**src/hw/rtl/tlshp_pkg.sv**
```systemverilog
// package for the tls handshake length parser
// holds phase codes, field widths, byte counts and the result and input byte structs; no dependencies
`timescale 1ns / 1ps
`default_nettype none

package tlshp_pkg;

    localparam int unsigned LenW    = 24;
    localparam int unsigned PhaseW  = 4;
    localparam int unsigned DataW   = 8;
    localparam int unsigned ShortW  = 16;
    localparam int unsigned OffsetW = 9;

    // bytes before the first cert data byte, not counting the context
    localparam logic [OffsetW-1:0] CertHeadBytes = OffsetW'(7);

    localparam logic [LenW-1:0] ListLenBytes = LenW'(3);
    localparam logic [LenW-1:0] CertLenBytes = LenW'(3);
    localparam logic [LenW-1:0] ExtLenBytes  = LenW'(2);
    localparam logic [LenW-1:0] SchemeBytes  = LenW'(1);
    localparam logic [LenW-1:0] SigLenBytes  = LenW'(2);

    localparam logic KindCert   = 1'b0;
    localparam logic KindVerify = 1'b1;

    localparam logic [PhaseW-1:0] PhStart    = 4'd0;
    localparam logic [PhaseW-1:0] PhCtx      = 4'd1;
    localparam logic [PhaseW-1:0] PhListLen  = 4'd2;
    localparam logic [PhaseW-1:0] PhCertLen  = 4'd3;
    localparam logic [PhaseW-1:0] PhCertData = 4'd4;
    localparam logic [PhaseW-1:0] PhExtLen   = 4'd5;
    localparam logic [PhaseW-1:0] PhExtData  = 4'd6;
    localparam logic [PhaseW-1:0] PhListRest = 4'd7;
    localparam logic [PhaseW-1:0] PhScheme   = 4'd8;
    localparam logic [PhaseW-1:0] PhSigLen   = 4'd9;
    localparam logic [PhaseW-1:0] PhSig      = 4'd10;
    localparam logic [PhaseW-1:0] PhDone     = 4'd11;

    typedef struct packed {
        logic               status;
        logic [DataW-1:0]   ctx_size;
        logic [OffsetW-1:0] cert_offset;
        logic [LenW-1:0]    cert_size;
        logic [ShortW-1:0]  sig_scheme;
        logic [ShortW-1:0]  sig_len;
    } t_result;

    // one registered input byte
    typedef struct packed {
        logic             valid;
        logic [DataW-1:0] data;
        logic             last;
    } t_in_byte;

endpackage

`default_nettype wire

```
**src/hw/rtl/tls_handshake_length_parser_top.sv**
```systemverilog
// top level of the tls handshake length parser
// depends on tlshp_pkg, tlshp_in_reg and tlshp_parser
`timescale 1ns / 1ps
`default_nettype none

// Walks one TLS 1.3 handshake body per message, one byte per request on the
// slave stream, with tlast on the final byte. i_cfg_wdata picks the message
// kind (0 Certificate, 1 CertificateVerify); a write also restarts the parse
// and must only happen while the block is idle. Each byte sits in the input
// register, then a single pass of compare and decrement logic updates the
// parse state. Bytes stream back to back at one per cycle, but a closing byte
// waits for room in the result register; the result shows on the master
// side in the cycle after the parser takes the closing byte.
// Exactly one result request comes out per message, on the closing byte,
// and only a closing byte waits when the result register is still full.
// Status (tuser) is 1 when the body was truncated, the list length was zero
// or a length overran its bound, and then every tdata field reads zero;
// fields of the other kind of message also read zero.

module tls_handshake_length_parser_top (
    input  wire logic        i_clk,
    input  wire logic        i_rst_n,
    // configuration: message kind
    input  wire logic        i_cfg_we,
    input  wire logic        i_cfg_wdata,
    // byte stream in
    input  wire logic        s_axis_tvalid,
    output logic             s_axis_tready,
    input  wire logic [7:0]  s_axis_tdata,   // [7:0] data_byte
    input  wire logic        s_axis_tlast,   // last_byte
    // result stream out
    output logic             m_axis_tvalid,
    input  wire logic        m_axis_tready,
    // [7:0] context length, [16:8] cert_offset, [40:17] cert data length,
    // [56:41] sig_scheme, [72:57] sig_len, [79:73] zero
    output logic [79:0]      m_axis_tdata,
    output logic             m_axis_tuser    // status
);

    tlshp_pkg::t_in_byte in_byte;
    tlshp_pkg::t_result  res;
    logic                take;

    // input register parts the upstream handshake from the parse step
    tlshp_in_reg u_in_reg (
        .i_clk   (i_clk),
        .i_rst_n (i_rst_n),
        .i_valid (s_axis_tvalid),
        .o_ready (s_axis_tready),
        .i_data  (s_axis_tdata),
        .i_last  (s_axis_tlast),
        .i_take  (take),
        .o_byte  (in_byte)
    );

    // parse state, verdict and result register
    tlshp_parser u_parser (
        .i_clk       (i_clk),
        .i_rst_n     (i_rst_n),
        .i_cfg_we    (i_cfg_we),
        .i_cfg_wdata (i_cfg_wdata),
        .i_byte      (in_byte),
        .o_take      (take),
        .o_res_valid (m_axis_tvalid),
        .i_res_ready (m_axis_tready),
        .o_res       (res)
    );

    // pack the result fields, lowest field first
    assign m_axis_tuser = res.status;
    assign m_axis_tdata = {7'd0, res.sig_len, res.sig_scheme, res.cert_size,
                           res.cert_offset, res.ctx_size};

endmodule

`default_nettype wire

```
**src/hw/rtl/tlshp_in_reg.sv**
```systemverilog
// input register for the tls handshake length parser
// depends on tlshp_pkg
`timescale 1ns / 1ps
`default_nettype none

module tlshp_in_reg (
    input  wire logic                       i_clk,
    input  wire logic                       i_rst_n,
    input  wire logic                       i_valid,
    output logic                            o_ready,
    input  wire logic [tlshp_pkg::DataW-1:0] i_data,
    input  wire logic                       i_last,
    input  wire logic                       i_take,
    output tlshp_pkg::t_in_byte             o_byte
);

    logic                       r_valid;
    logic [tlshp_pkg::DataW-1:0] r_data;
    logic                       r_last;

    // free when empty or when the held byte moves on this cycle
    assign o_ready = !r_valid || i_take;

    always_ff @(posedge i_clk) begin
        if (!i_rst_n) begin
            r_valid <= 1'b0;
        end else if (o_ready) begin
            r_valid <= i_valid;
        end
    end

    always_ff @(posedge i_clk) begin
        if (o_ready && i_valid) begin
            r_data <= i_data;
            r_last <= i_last;
        end
    end

    assign o_byte = '{valid: r_valid, data: r_data, last: r_last};

endmodule

`default_nettype wire

```
**src/hw/rtl/tlshp_parser.sv**
```systemverilog
// per-byte length walker and result register
// depends on tlshp_pkg
`timescale 1ns / 1ps
`default_nettype none

module tlshp_parser (
    input  wire logic          i_clk,
    input  wire logic          i_rst_n,
    input  wire logic          i_cfg_we,
    input  wire logic          i_cfg_wdata,
    input  wire tlshp_pkg::t_in_byte i_byte,
    output logic               o_take,
    output logic               o_res_valid,
    input  wire logic          i_res_ready,
    output tlshp_pkg::t_result o_res
);

    logic [tlshp_pkg::PhaseW-1:0] r_phase,     n_phase;
    logic [tlshp_pkg::LenW-1:0]   r_fr,        n_fr;
    logic [tlshp_pkg::LenW-1:0]   r_acc,       n_acc;
    logic [tlshp_pkg::LenW-1:0]   r_list,      n_list;
    logic [tlshp_pkg::DataW-1:0]  r_ctx_len,   n_ctx_len;
    logic [tlshp_pkg::LenW-1:0]   r_cert_size, n_cert_size;
    logic [tlshp_pkg::ShortW-1:0] r_scheme,    n_scheme;
    logic [tlshp_pkg::ShortW-1:0] r_sig_len,   n_sig_len;
    logic                         r_done,      n_done;
    logic                         r_err,       n_err;
    logic                         r_kind;
    logic                         r_res_valid;
    tlshp_pkg::t_result           r_res, n_res;

    logic                         out_free;
    logic                         step;
    logic [tlshp_pkg::LenW-1:0]   fr_dec;
    logic [tlshp_pkg::LenW-1:0]   acc_sh;
    logic [tlshp_pkg::LenW-1:0]   list_dec;
    logic [tlshp_pkg::PhaseW-1:0] mid_phase;

    assign out_free = !r_res_valid || i_res_ready;
    // a closing byte waits for room in the result register
    assign step     = i_byte.valid && (!i_byte.last || out_free);
    assign o_take   = step;

    assign fr_dec   = r_fr - tlshp_pkg::LenW'(1);
    assign acc_sh   = {r_acc[tlshp_pkg::LenW-tlshp_pkg::DataW-1:0], i_byte.data};
    assign list_dec = r_list - tlshp_pkg::LenW'(1);

    always_comb begin
        n_phase     = r_phase;
        n_fr        = r_fr;
        n_acc       = r_acc;
        n_list      = r_list;
        n_ctx_len   = r_ctx_len;
        n_cert_size = r_cert_size;
        n_scheme    = r_scheme;
        n_sig_len   = r_sig_len;
        n_done      = r_done;
        n_err       = r_err;
        mid_phase   = r_phase;

        if (r_phase != tlshp_pkg::PhDone) begin
            unique case (r_phase)
                tlshp_pkg::PhStart: begin
                    if (r_kind == tlshp_pkg::KindCert) begin
                        n_ctx_len = i_byte.data;
                        if (i_byte.data != '0) begin
                            n_phase = tlshp_pkg::PhCtx;
                            n_fr    = tlshp_pkg::LenW'(i_byte.data);
                        end else begin
                            n_phase = tlshp_pkg::PhListLen;
                            n_fr    = tlshp_pkg::ListLenBytes;
                            n_acc   = '0;
                        end
                    end else begin
                        n_phase = tlshp_pkg::PhScheme;
                        n_fr    = tlshp_pkg::SchemeBytes;
                        n_acc   = tlshp_pkg::LenW'(i_byte.data);
                    end
                end
                tlshp_pkg::PhCtx: begin
                    n_fr = fr_dec;
                    if (fr_dec == '0) begin
                        n_phase = tlshp_pkg::PhListLen;
                        n_fr    = tlshp_pkg::ListLenBytes;
                        n_acc   = '0;
                    end
                end
                tlshp_pkg::PhListLen: begin
                    n_acc = acc_sh;
                    n_fr  = fr_dec;
                    if (fr_dec == '0) begin
                        n_list = acc_sh;
                        if (acc_sh == '0) begin
                            n_phase = tlshp_pkg::PhDone;
                            n_done  = 1'b1;
                            n_err   = 1'b1;
                        end else begin
                            n_phase = tlshp_pkg::PhCertLen;
                            n_fr    = tlshp_pkg::CertLenBytes;
                            n_acc   = '0;
                        end
                    end
                end
                tlshp_pkg::PhCertLen, tlshp_pkg::PhCertData, tlshp_pkg::PhExtLen,
                tlshp_pkg::PhExtData, tlshp_pkg::PhListRest: begin
                    n_list = list_dec;
                    unique case (r_phase)
                        tlshp_pkg::PhCertLen: begin
                            n_acc = acc_sh;
                            n_fr  = fr_dec;
                            if (fr_dec == '0) begin
                                n_cert_size = acc_sh;
                                if (acc_sh != '0) begin
                                    mid_phase = tlshp_pkg::PhCertData;
                                    n_fr      = acc_sh;
                                end else begin
                                    mid_phase = tlshp_pkg::PhExtLen;
                                    n_fr      = tlshp_pkg::ExtLenBytes;
                                    n_acc     = '0;
                                end
                            end
                        end
                        tlshp_pkg::PhCertData: begin
                            n_fr = fr_dec;
                            if (fr_dec == '0) begin
                                mid_phase = tlshp_pkg::PhExtLen;
                                n_fr      = tlshp_pkg::ExtLenBytes;
                                n_acc     = '0;
                            end
                        end
                        tlshp_pkg::PhExtLen: begin
                            n_acc = acc_sh;
                            n_fr  = fr_dec;
                            if (fr_dec == '0) begin
                                if (acc_sh != '0) begin
                                    mid_phase = tlshp_pkg::PhExtData;
                                    n_fr      = acc_sh;
                                end else begin
                                    mid_phase = tlshp_pkg::PhListRest;
                                end
                            end
                        end
                        tlshp_pkg::PhExtData: begin
                            n_fr = fr_dec;
                            if (fr_dec == '0) begin
                                mid_phase = tlshp_pkg::PhListRest;
                            end
                        end
                        default: begin
                        end
                    endcase
                    n_phase = mid_phase;
                    // list exhausted: good only if the entry closed exactly in time
                    if (list_dec == '0) begin
                        n_phase = tlshp_pkg::PhDone;
                        n_done  = 1'b1;
                        n_err   = (mid_phase != tlshp_pkg::PhListRest);
                    end
                end
                tlshp_pkg::PhScheme: begin
                    n_acc = acc_sh;
                    n_fr  = fr_dec;
                    if (fr_dec == '0) begin
                        n_scheme = acc_sh[tlshp_pkg::ShortW-1:0];
                        n_phase  = tlshp_pkg::PhSigLen;
                        n_fr     = tlshp_pkg::SigLenBytes;
                        n_acc    = '0;
                    end
                end
                tlshp_pkg::PhSigLen: begin
                    n_acc = acc_sh;
                    n_fr  = fr_dec;
                    if (fr_dec == '0) begin
                        n_sig_len = acc_sh[tlshp_pkg::ShortW-1:0];
                        if (acc_sh[tlshp_pkg::ShortW-1:0] != '0) begin
                            n_phase = tlshp_pkg::PhSig;
                            n_fr    = tlshp_pkg::LenW'(acc_sh[tlshp_pkg::ShortW-1:0]);
                        end else begin
                            n_phase = tlshp_pkg::PhDone;
                            n_done  = 1'b1;
                            n_err   = 1'b0;
                        end
                    end
                end
                tlshp_pkg::PhSig: begin
                    n_fr = fr_dec;
                    if (fr_dec == '0) begin
                        n_phase = tlshp_pkg::PhDone;
                        n_done  = 1'b1;
                        n_err   = 1'b0;
                    end
                end
                default: begin
                    // unused phase codes
                    n_phase = tlshp_pkg::PhDone;
                    n_done  = 1'b1;
                    n_err   = 1'b1;
                end
            endcase
        end
    end

    always_comb begin
        n_res = '0;
        if (n_done && !n_err) begin
            if (r_kind == tlshp_pkg::KindCert) begin
                n_res.ctx_size    = n_ctx_len;
                n_res.cert_offset = tlshp_pkg::CertHeadBytes
                                  + tlshp_pkg::OffsetW'(n_ctx_len);
                n_res.cert_size   = n_cert_size;
            end else begin
                n_res.sig_scheme  = n_scheme;
                n_res.sig_len     = n_sig_len;
            end
        end else begin
            n_res.status = 1'b1;
        end
    end

    always_ff @(posedge i_clk) begin
        if (!i_rst_n || i_cfg_we || (step && i_byte.last)) begin
            r_phase     <= tlshp_pkg::PhStart;
            r_fr        <= '0;
            r_acc       <= '0;
            r_list      <= '0;
            r_ctx_len   <= '0;
            r_cert_size <= '0;
            r_scheme    <= '0;
            r_sig_len   <= '0;
            r_done      <= 1'b0;
            r_err       <= 1'b0;
        end else if (step) begin
            r_phase     <= n_phase;
            r_fr        <= n_fr;
            r_acc       <= n_acc;
            r_list      <= n_list;
            r_ctx_len   <= n_ctx_len;
            r_cert_size <= n_cert_size;
            r_scheme    <= n_scheme;
            r_sig_len   <= n_sig_len;
            r_done      <= n_done;
            r_err       <= n_err;
        end
    end

    always_ff @(posedge i_clk) begin
        if (!i_rst_n) begin
            r_kind <= tlshp_pkg::KindCert;
        end else if (i_cfg_we) begin
            r_kind <= i_cfg_wdata;
        end
    end

    always_ff @(posedge i_clk) begin
        if (!i_rst_n) begin
            r_res_valid <= 1'b0;
        end else if (out_free) begin
            r_res_valid <= step && i_byte.last;
        end
    end

    always_ff @(posedge i_clk) begin
        if (step && i_byte.last) begin
            r_res <= n_res;
        end
    end

    assign o_res_valid = r_res_valid;
    assign o_res       = r_res;

endmodule

`default_nettype wire
```
**config.mk**
```make
export PLATFORM = sky130hd
export DESIGN_NAME = tls_handshake_length_parser_top
export DESIGN_NICKNAME = d
export VERILOG_FILES = /design/src/hw/rtl/tlshp_pkg.sv /design/src/hw/rtl/tls_handshake_length_parser_top.sv /design/src/hw/rtl/tlshp_in_reg.sv /design/src/hw/rtl/tlshp_parser.sv
export SDC_FILE = /design/constraint.sdc
export NUM_CORES = 1
export LEC_CHECK = 0
export BUFFER_PORTS_ARGS = -buffer_cell sky130_fd_sc_hd__buf_2
export CORE_ASPECT_RATIO = 0.9
export CORE_MARGIN = 2
export CORE_UTILIZATION = 61
export DETAILED_ROUTE_END_ITERATION = 10
export GPL_ROUTABILITY_DRIVEN = 0
export GPL_TIMING_DRIVEN = 1
export PLACE_DENSITY_LB_ADDON = 0.12
export SLEW_MARGIN = 25
export SYNTH_ARGS = -nofsm -noshare
export SYNTH_HDL_FRONTEND = slang
export SYNTH_SLANG_ARGS = --single-unit
```
**constraint.sdc**
```tcl
create_clock -name i_clk -period 4.75 [get_ports i_clk]
set_input_delay 0.475 -clock i_clk [delete_from_list [all_inputs] [get_ports i_clk]]
set_output_delay 0.475 -clock i_clk [all_outputs]
set_load 0.1 [all_outputs]
```
==> results of run 1 <==
==> worst max-delay path by stage <==
stage | from | end | slack (ns)
2_1_floorplan | u_parser.r_fr[0]$_SDFFE_PP0P_ | u_parser.o_res[37]$_SDFFCE_PP0P_ | 1.05
3_5_place_dp | u_parser.r_fr[0]$_SDFFE_PP0P_ | u_parser.o_res[5]$_SDFFCE_PN0P_ | 0.38
3_3_place_gp | u_parser.r_fr[0]$_SDFFE_PP0P_ | u_parser.o_res[73]$_DFFE_PP_ | 0.53
5_1_grt | u_parser.r_fr[0]$_SDFFE_PP0P_ | u_parser.o_res[5]$_SDFFCE_PN0P_ | 0.07
6_report | u_parser.r_fr[0]$_SDFFE_PP0P_ | u_parser.o_res[56]$_SDFFCE_PP0P_ | 0.33
4_1_cts | u_parser.r_fr[0]$_SDFFE_PP0P_ | u_parser.o_res[56]$_SDFFCE_PP0P_ | 0.30
==> synth_stat cells, types with 8 or more instances <==
library cell / count / area share, %
nand2_1: 198 / 6.1
dfxtp_1: 137 / 23
a21oi_1: 136 / 5.6
nor2_1: 85 / 2.6
clkbuf_1: 84 / 2.6
edfxtp_1: 83 / 20
mux2i_1: 65 / 5.3
nor4_2: 59 / 6.1
o21ai_0: 50 / 2.1
nor3_1: 41 / 1.7
nor4_1: 37 / 1.9
nand3_1: 31 / 1.3
nand4_1: 19 / 0.98
a211oi_1: 17 / 1.0
a22o_1: 17 / 1.2
inv_1: 17 / 0.52
buf_2: 15 / 0.62
a31oi_1: 14 / 0.72
o31ai_1: 14 / 0.86
buf_6: 12 / 1.1
nand2b_1: 12 / 0.62
xor2_1: 12 / 0.86
buf_4: 11 / 0.68
o211ai_1: 10 / 0.62
or3_1: 10 / 0.51
a22oi_1: 9 / 0.55
or2_2: 8 / 0.41
==> flip-flops by register name, summed over array words and instances (netlist names), 4 cells and up <==
signal,flops
u_parser.o_res,74
u_parser.r_cert_size,24
u_parser.r_fr,24
u_parser.r_list,24
u_parser.r_acc,16
u_parser.r_scheme,16
u_parser.r_sig_len,16
u_in_reg.r_data,8
u_parser.r_ctx_len,8
u_parser.r_phase,4
==> cell families (layout without fill, tap and decap cells) <==
| kind of cell | Yosys count | count (layout) |
|---|---|---|
| buffers and inverters | 142 | 194 |
| other | 1 | 8 |
| AOI/OAI and AO/OA | 343 | 343 |
| xor gates and xnor gates | 19 | 19 |
| and+or+nand+nor | 562 | 562 |
| adders and majority gates | 5 | 5 |
| DFF | 220 | 220 |
| muxes | 65 | 65 |
==> layer usage <==
layer	up-vias	share of wire, %	global-route usage [%]	routed length, um
li1	5129	-	-	-
met1	5263	42	46.0	14900
met2	646	44	48.1	15400
met3	98	10	5.71	3600
met4	0	3.4	11.5	1190
met5	-	0	0	0
==> final cells by class <==
class | count | share of cell area (%)
diodes | 1 | 0.0184
clock buffers | 32 | 5.12
clock inverters | 12 | 1.10
inverters | 18 | 0.498
multi-input cells | 1001 | 46.5
flip-flops and latches | 220 | 38.6
well taps | 255 | 2.35
repair buffers | 132 | 5.82
==> critical path: stages (launching register included) <==
cell and delay, ns:
dfxtp_1 0.41, inv_1 0.13, ha_1 0.23, or3b_1 0.43, or3_1 0.41, o41a_1 0.39
nor4_2 0.35, and4_1 0.59, nand3_2 0.17, mux2i_1 0.30, a31oi_4 0.14, buf_4 0.24
nor4b_1 0.39
==> per-stage QoR <==
stage / worst slack, ns / instances
5_1_grt: 0.0722 / 1670
4_1_cts: 0.298 / 1670
3_3_place_gp: 0.527 / 1626
2_1_floorplan: 1.05 / 1363
3_5_place_dp: 0.383 / 1626
6_report: 0.327 / 1671
==> repair_timing <==
| item | CTS | global route |
|---|---|---|
| endpoints found under the setup margin | 0 | 2 |
| hold buffers | 0 | 0 |
| endpoints found under the hold margin | 0 | 0 |
| resized for setup | 0 | 1 |
==> cells in the final DEF (no fill, tap or decap), drive strengths merged, types with 6 or more instances in the layout <==
cell    count
a211oi     17
a21boi      6
a21oi     137
a221oi      6
a22o       17
a22oi       9
a31oi      14
a32o        7
and2        7
and4        6
buf       132
clkbuf     32
clkinv      8
conb        7
dfxtp     137
edfxtp     83
inv        18
mux2i      65
nand2     198
nand2b     12
nand3      32
nand4      19
nor2       89
nor2b       7
nor3       42
nor4       96
o211ai     10
o21ai      53
o31ai      14
or2        10
or3        10
or4         8
xnor2       7
xor2       12
==> where the power goes <==
part	switching [mW]	total [mW]	leakage, nW	internal (mW)
sequential	0.0335	2.01	1.94	1.98
combinational	0.424	0.579	2.61	0.155
clock	0.780	1.97	0.421	1.19
total	1.24	4.56	4.98	3.32
==> results.md, run 1 <==
* FMAX at 0.226 GHz
* MaxCap Viol Count at 0
* Simple-Gate Fraction of Synth Area at 26.1%
* DIE AREA at 21100 sq um
* P&R area growth vs syn at 11.5%
* GRT Residual Overflow at 0
* TritonCTS clock tree: built
* DP HPWL at 22300 um
* Mapped Cells at 1357
* R2R Setup Slk at 0.33 ns
* Final instance area at 13600 sq um
* Pins over their slew limit at 0
* Crit. End Element: register
* R2R Path Start: u_parser.r_fr[0]$_SDFFE_PP0P_
* Min Hold Slack at 0.121 ns
* # fillers at 1584
* Hold depth at 1
* Clock Root Buffer: clkbuf_16
* Post-synth EDFFs at 83
* Total negative slack at 0 ns
* DRT iter0 DRCs at 1433
* Gr usage total at 31.8%
* Worst EP arrival at 4.73 ns
* Worst-case reg-to-reg path depth at 12
* Pleak at 4.98 nW
* Avg WL per Cell at 21.0 um
* Status: finished, final reports clean
* Nets@finish at 1417
* Worst-path maximum fanout at 18
* TritonCTS Buffers at 24
* Clock Skews at 0.00968 ns
* Core ar. at 19800 sq um
* FFs w/ async S/R, synth at 0%
* Die X at 153 um
* Synth Area in Adders at 0.514%
* R2r endpoint: u_parser.o_res[56]$_SDFFCE_PP0P_
* First-pass GRT wire length at 54900 um
* # IOs at 98
* IO buf count at 90
* Startpoint Class: register
* Final hold vios at 0
* Placed inst area at 12700 sq um
* Synth Register Bits at 220
* Mapped Area at 12200 sq um
* Tmin final at 4.42 ns
* Worst-Skew Late Latency at 0.53 ns
* RSZ-0062 raised after global routing: false
* Warnings from Yosys at 0
* H-Tree Depth at 1
* Via count at 11136
* Worst-Margin Slew at 0.957 ns
* CTS sink count at 220
* Initial antenna violation count at 2
* Critical Path RT at 5.06 ns
* Hold_sp: s_axis_tdata[6]
* Max IR drop VDD at 0.473 mV
* Largest net degree at the start of global routing at 77
* Setup Fix Bufs, Post-CTS at 0
* Initial Utilization at 61.5%
* Part of the cycle the worst path needs at 93.1%
* WS Path Type: reg -> reg
* Slew Limit Headroom at 36.0%
* Clk buf depth at 3
* Final setup fails at 0
* Reg clk slew, reported paths at 0.06 ns
* Sequential Area at 5240 sq um
* Vias in the first global route at 9991
* Largest family of logic cells by synthesized area: simple AND/OR/NAND/NOR gates
* PwrDens at 336 nW/um^2
* Post-route ant nets at 0
* Synth Area in XOR/XNOR at 1.37%
* Hold/Removal Path Class: in -> reg
* Synthesized area per cell at 8.97 sq um
* Worst Hold Path EP: u_in_reg.r_data[6]$_DFFE_PP_
* Power Total at 4.56 mW
* Layout Utilization at 68.6%
* Post-synthesis mux area share at 5.34%
* Sequential-to-total area share from yosys stat at 43.0%
* Cell variety after synth at 79
* Compound-cell area share of the yosys netlist at 18.1%
* Chip height at 138 um
* Drt pass-1 iters at 8
* Commonest register cell after synthesis: dfxtp_1
* Num rows at 49
* Share of post-route cells with drive strength above 1 at 18.5%
* Area of the multi-input gates at 6320 sq um
* Vias/cell at 6.66
* WL final at 35100 um
* DRC violations left at 0
Power figures use the tool's default switching activity.
==> inputs of run 2 (changes only) <==
--- a/config.mk
+++ b/config.mk
@@ -5,9 +5,10 @@
 export SDC_FILE = /design/constraint.sdc
 export NUM_CORES = 1
 export LEC_CHECK = 0
+export ABC_AREA = 1
 export BUFFER_PORTS_ARGS = -buffer_cell sky130_fd_sc_hd__buf_2
 export CORE_ASPECT_RATIO = 0.9
-export CORE_MARGIN = 2
+export CORE_MARGIN = 1.5
 export CORE_UTILIZATION = 61
 export DETAILED_ROUTE_END_ITERATION = 10
 export GPL_ROUTABILITY_DRIVEN = 0
@@ -16,4 +17,5 @@
 export SLEW_MARGIN = 25
 export SYNTH_ARGS = -nofsm -noshare
 export SYNTH_HDL_FRONTEND = slang
+export SYNTH_HIERARCHICAL = 1
 export SYNTH_SLANG_ARGS = --single-unit
==> results.md, run 2 <==
* CTS sink count at 220
* Slew Limit Headroom at 33.7%
* Part of the cycle the worst path needs at 83.1%
* Synth area leader: dfxtp_1
* # IOs at 98
* Reg clk slew, reported paths at 0.06 ns
* Cell variety after synth at 49
* Warnings from Yosys at 6
* Pins over their slew limit at 0
* Synthesized area per cell at 7.08 sq um
* CP dominant cell by count: nand2_1
* DRT iter0 DRCs at 1541
* Initial Utilization at 61.9%
* Top Family by Delay on Critical Path: simple AND/OR/NAND/NOR gates
* Total negative slack at 0 ns
* Seq pwr share at 43.7%
* DIE AREA at 22800 sq um
* Pleak at 6.53 nW
* Mapped Area at 13400 sq um
* Worst-Margin Slew at 0.992 ns
* Via count at 13006
* Clk buf depth at 3
* Hold/Removal Path Class: in -> reg
* Drt pass-1 iters at 7
* Area contributors post-synth: dfxtp_1 (21%), edfxtp_1 (19%), nand2_1 (12%), o21ai_0 (7.1%), inv_1 (6.9%)
* IO buf count at 90
* Worst EP arrival at 4.32 ns
* Min Hold Slack at 0.118 ns
* Commonest cells after routing, fill and taps aside: nand2_1 (418), inv_1 (246), o21ai_0 (190)
* Vias/cell at 5.80
* Share of post-route cells with drive strength above 1 at 13.3%
* R2R Path Start: u_parser/r_fr[0]$_SDFFE_PP0P_
* Post-route ant nets at 0
* Yosys top cell area share at 20.5%
* Critical Path RT at 5.12 ns
* Avg WL per Cell at 17.2 um
* WS Path Type: reg -> reg
* GRT Residual Overflow at 0
* Sw Ratio at 29.6%
* P_sw at 1.39 mW
* Internal power at 3.30 mW
* H-Tree Depth at 1
* Final setup margin at 0.804 ns
* Largest net degree at the start of global routing at 72
* TritonCTS clock tree: built
* Nets@finish at 1954
* GRT busiest layer: met2
* Worst slack, placed at 1.01 ns
* CTS Hold Bufs at 0
* Slowest Stage Delay on Critical Path at 0.38 ns
* Die X at 159 um
* Mapped Cells at 1886
* Power Total at 4.69 mW
* N_diodes at 0
* Layout Utilization at 68.1%
* Commonest non-fill, non-tap cell in the layout: nand2_1
* Comb power frac at 16.6%
* PwrDens at 319 nW/um^2
* First-pass GRT wire length at 60700 um
* Num rows at 51
* Status: finished, final reports clean
* TritonCTS Buffers at 24
* Worst-path maximum fanout at 45
* Synth top cells by count: nand2_1 (419), inv_1 (247), o21ai_0 (190)
* DRC violations left at 0
* Core ar. at 21600 sq um
* RSZ-0062 raised after global routing: false
* DP HPWL at 26500 um
* Worst-Skew Late Latency at 0.53 ns
* Crit. End Element: register
* Commonest register cell after synthesis: dfxtp_1
* Tmin final at 3.95 ns
* Final setup fails at 0
* Crit path max-delay cell type: dfxtp_1
* Final hold vios at 0
* Vias in the first global route at 11606
* CTS-repair resized insts at 0
* Max IR drop VDD at 0.364 mV
* Clock Skews at 0.0105 ns
* Met1 Usage GRT at 45.5%
* GR Util met2 at 50.5%
* P&R area growth vs syn at 9.87%
* Hold_sp: s_axis_tlast
* CP bufs+invs at 2
* R2R Setup Slk at 0.80 ns
* Worst-path cell chain: inv_2 > ha_1 > inv_1 > nand2_1 > nand2_1 > nor2_1 > nand2_1 > nor2_1 > nand2_1 > nor2_4 > nand2_2 > nor2_8 > nand2_4 > nor2_4 > nand2_1 > nand2_2 > nand2_1 > o21ai_0 > nand2_1 > nand2_1 > a21oi_1
* Gr usage total at 33.2%
* WL final at 38500 um
* Sequential-to-total area share from yosys stat at 39.2%
* Grt met3 use at 6.75%
* Setup Fix Bufs, Post-CTS at 0
* FFs w/ async S/R, synth at 0%
* Post-synth EDFFs at 83
* Synth Register Bits at 220
* Startpoint Class: register
* Clock power share at 39.7%
* Most instantiated library cell after synthesis: nand2_1
* Clock Root Buffer: clkbuf_16
* Setup crit start: u_parser/r_fr[0]$_SDFFE_PP0P_
* MaxCap Viol Count at 0
* Max FFs per register at 74
* Chip height at 143 um
* FMAX at 0.253 GHz
* Initial antenna violation count at 0
## run 2: cell families (layout without fill, tap and decap cells)
logic type	Yosys count	in the layout	share of synthesized area, %
DFF	220	220	39.2
buffers and inverters	360	419	11.2
AOI/OAI and AO/OA	420	420	16.8
muxes	16	16	1.20
and+or+nand+nor	837	837	29.4
adders and majority gates	5	5	0.468
other	1	7	0.0281
xor gates and xnor gates	27	27	1.77
## run 2: worst paths after layout
kind / to / cells after the start
worst min register to register: u_parser/r_fr[23]$_SDFFE_PP0P_ / 2
worst max register to register: u_parser/r_fr[4]$_SDFFE_PP0P_ / 21
worst max-delay path: u_parser/r_fr[4]$_SDFFE_PP0P_ / 21
worst min-delay path: u_in_reg/r_last$_DFFE_PP_ / 1
## run 2: stage by stage
step / std cells / cell area [sq um]
final: 2242 / 14700
after global routing: 2242 / 14700
after CTS: 2242 / 14700
after detailed placement: 2199 / 13900
after global placement: 2199 / 13900
after floorplan: 1892 / 13400
## run 2: layout make-up
class,instances,area [sq um]
fillers,1889,6890
multi-input cells,1312,6660
flip-flops and latches,220,5240
inverters,260,976
repair buffers,116,658
clock buffers,32,641
well taps,291,364
clock inverters,11,145
## run 2: layer usage
layer  wire length (um)  up-vias
met5                  0        -
met4               1950        0
met3               4350      160
met2              16200      743
met1              16000     5884
li1                   -     6219
## run 2: power by group through the flow
stage / sequential, mW / combinational [mW] / clock, mW
after floorplan: 2.13 / 0.543 / 0
after global placement: 2.08 / 0.748 / 0
after detailed placement: 2.08 / 0.759 / 0
after CTS: 2.04 / 0.764 / 1.88
after global routing: 2.05 / 0.849 / 1.94
final: 2.05 / 0.780 / 1.86
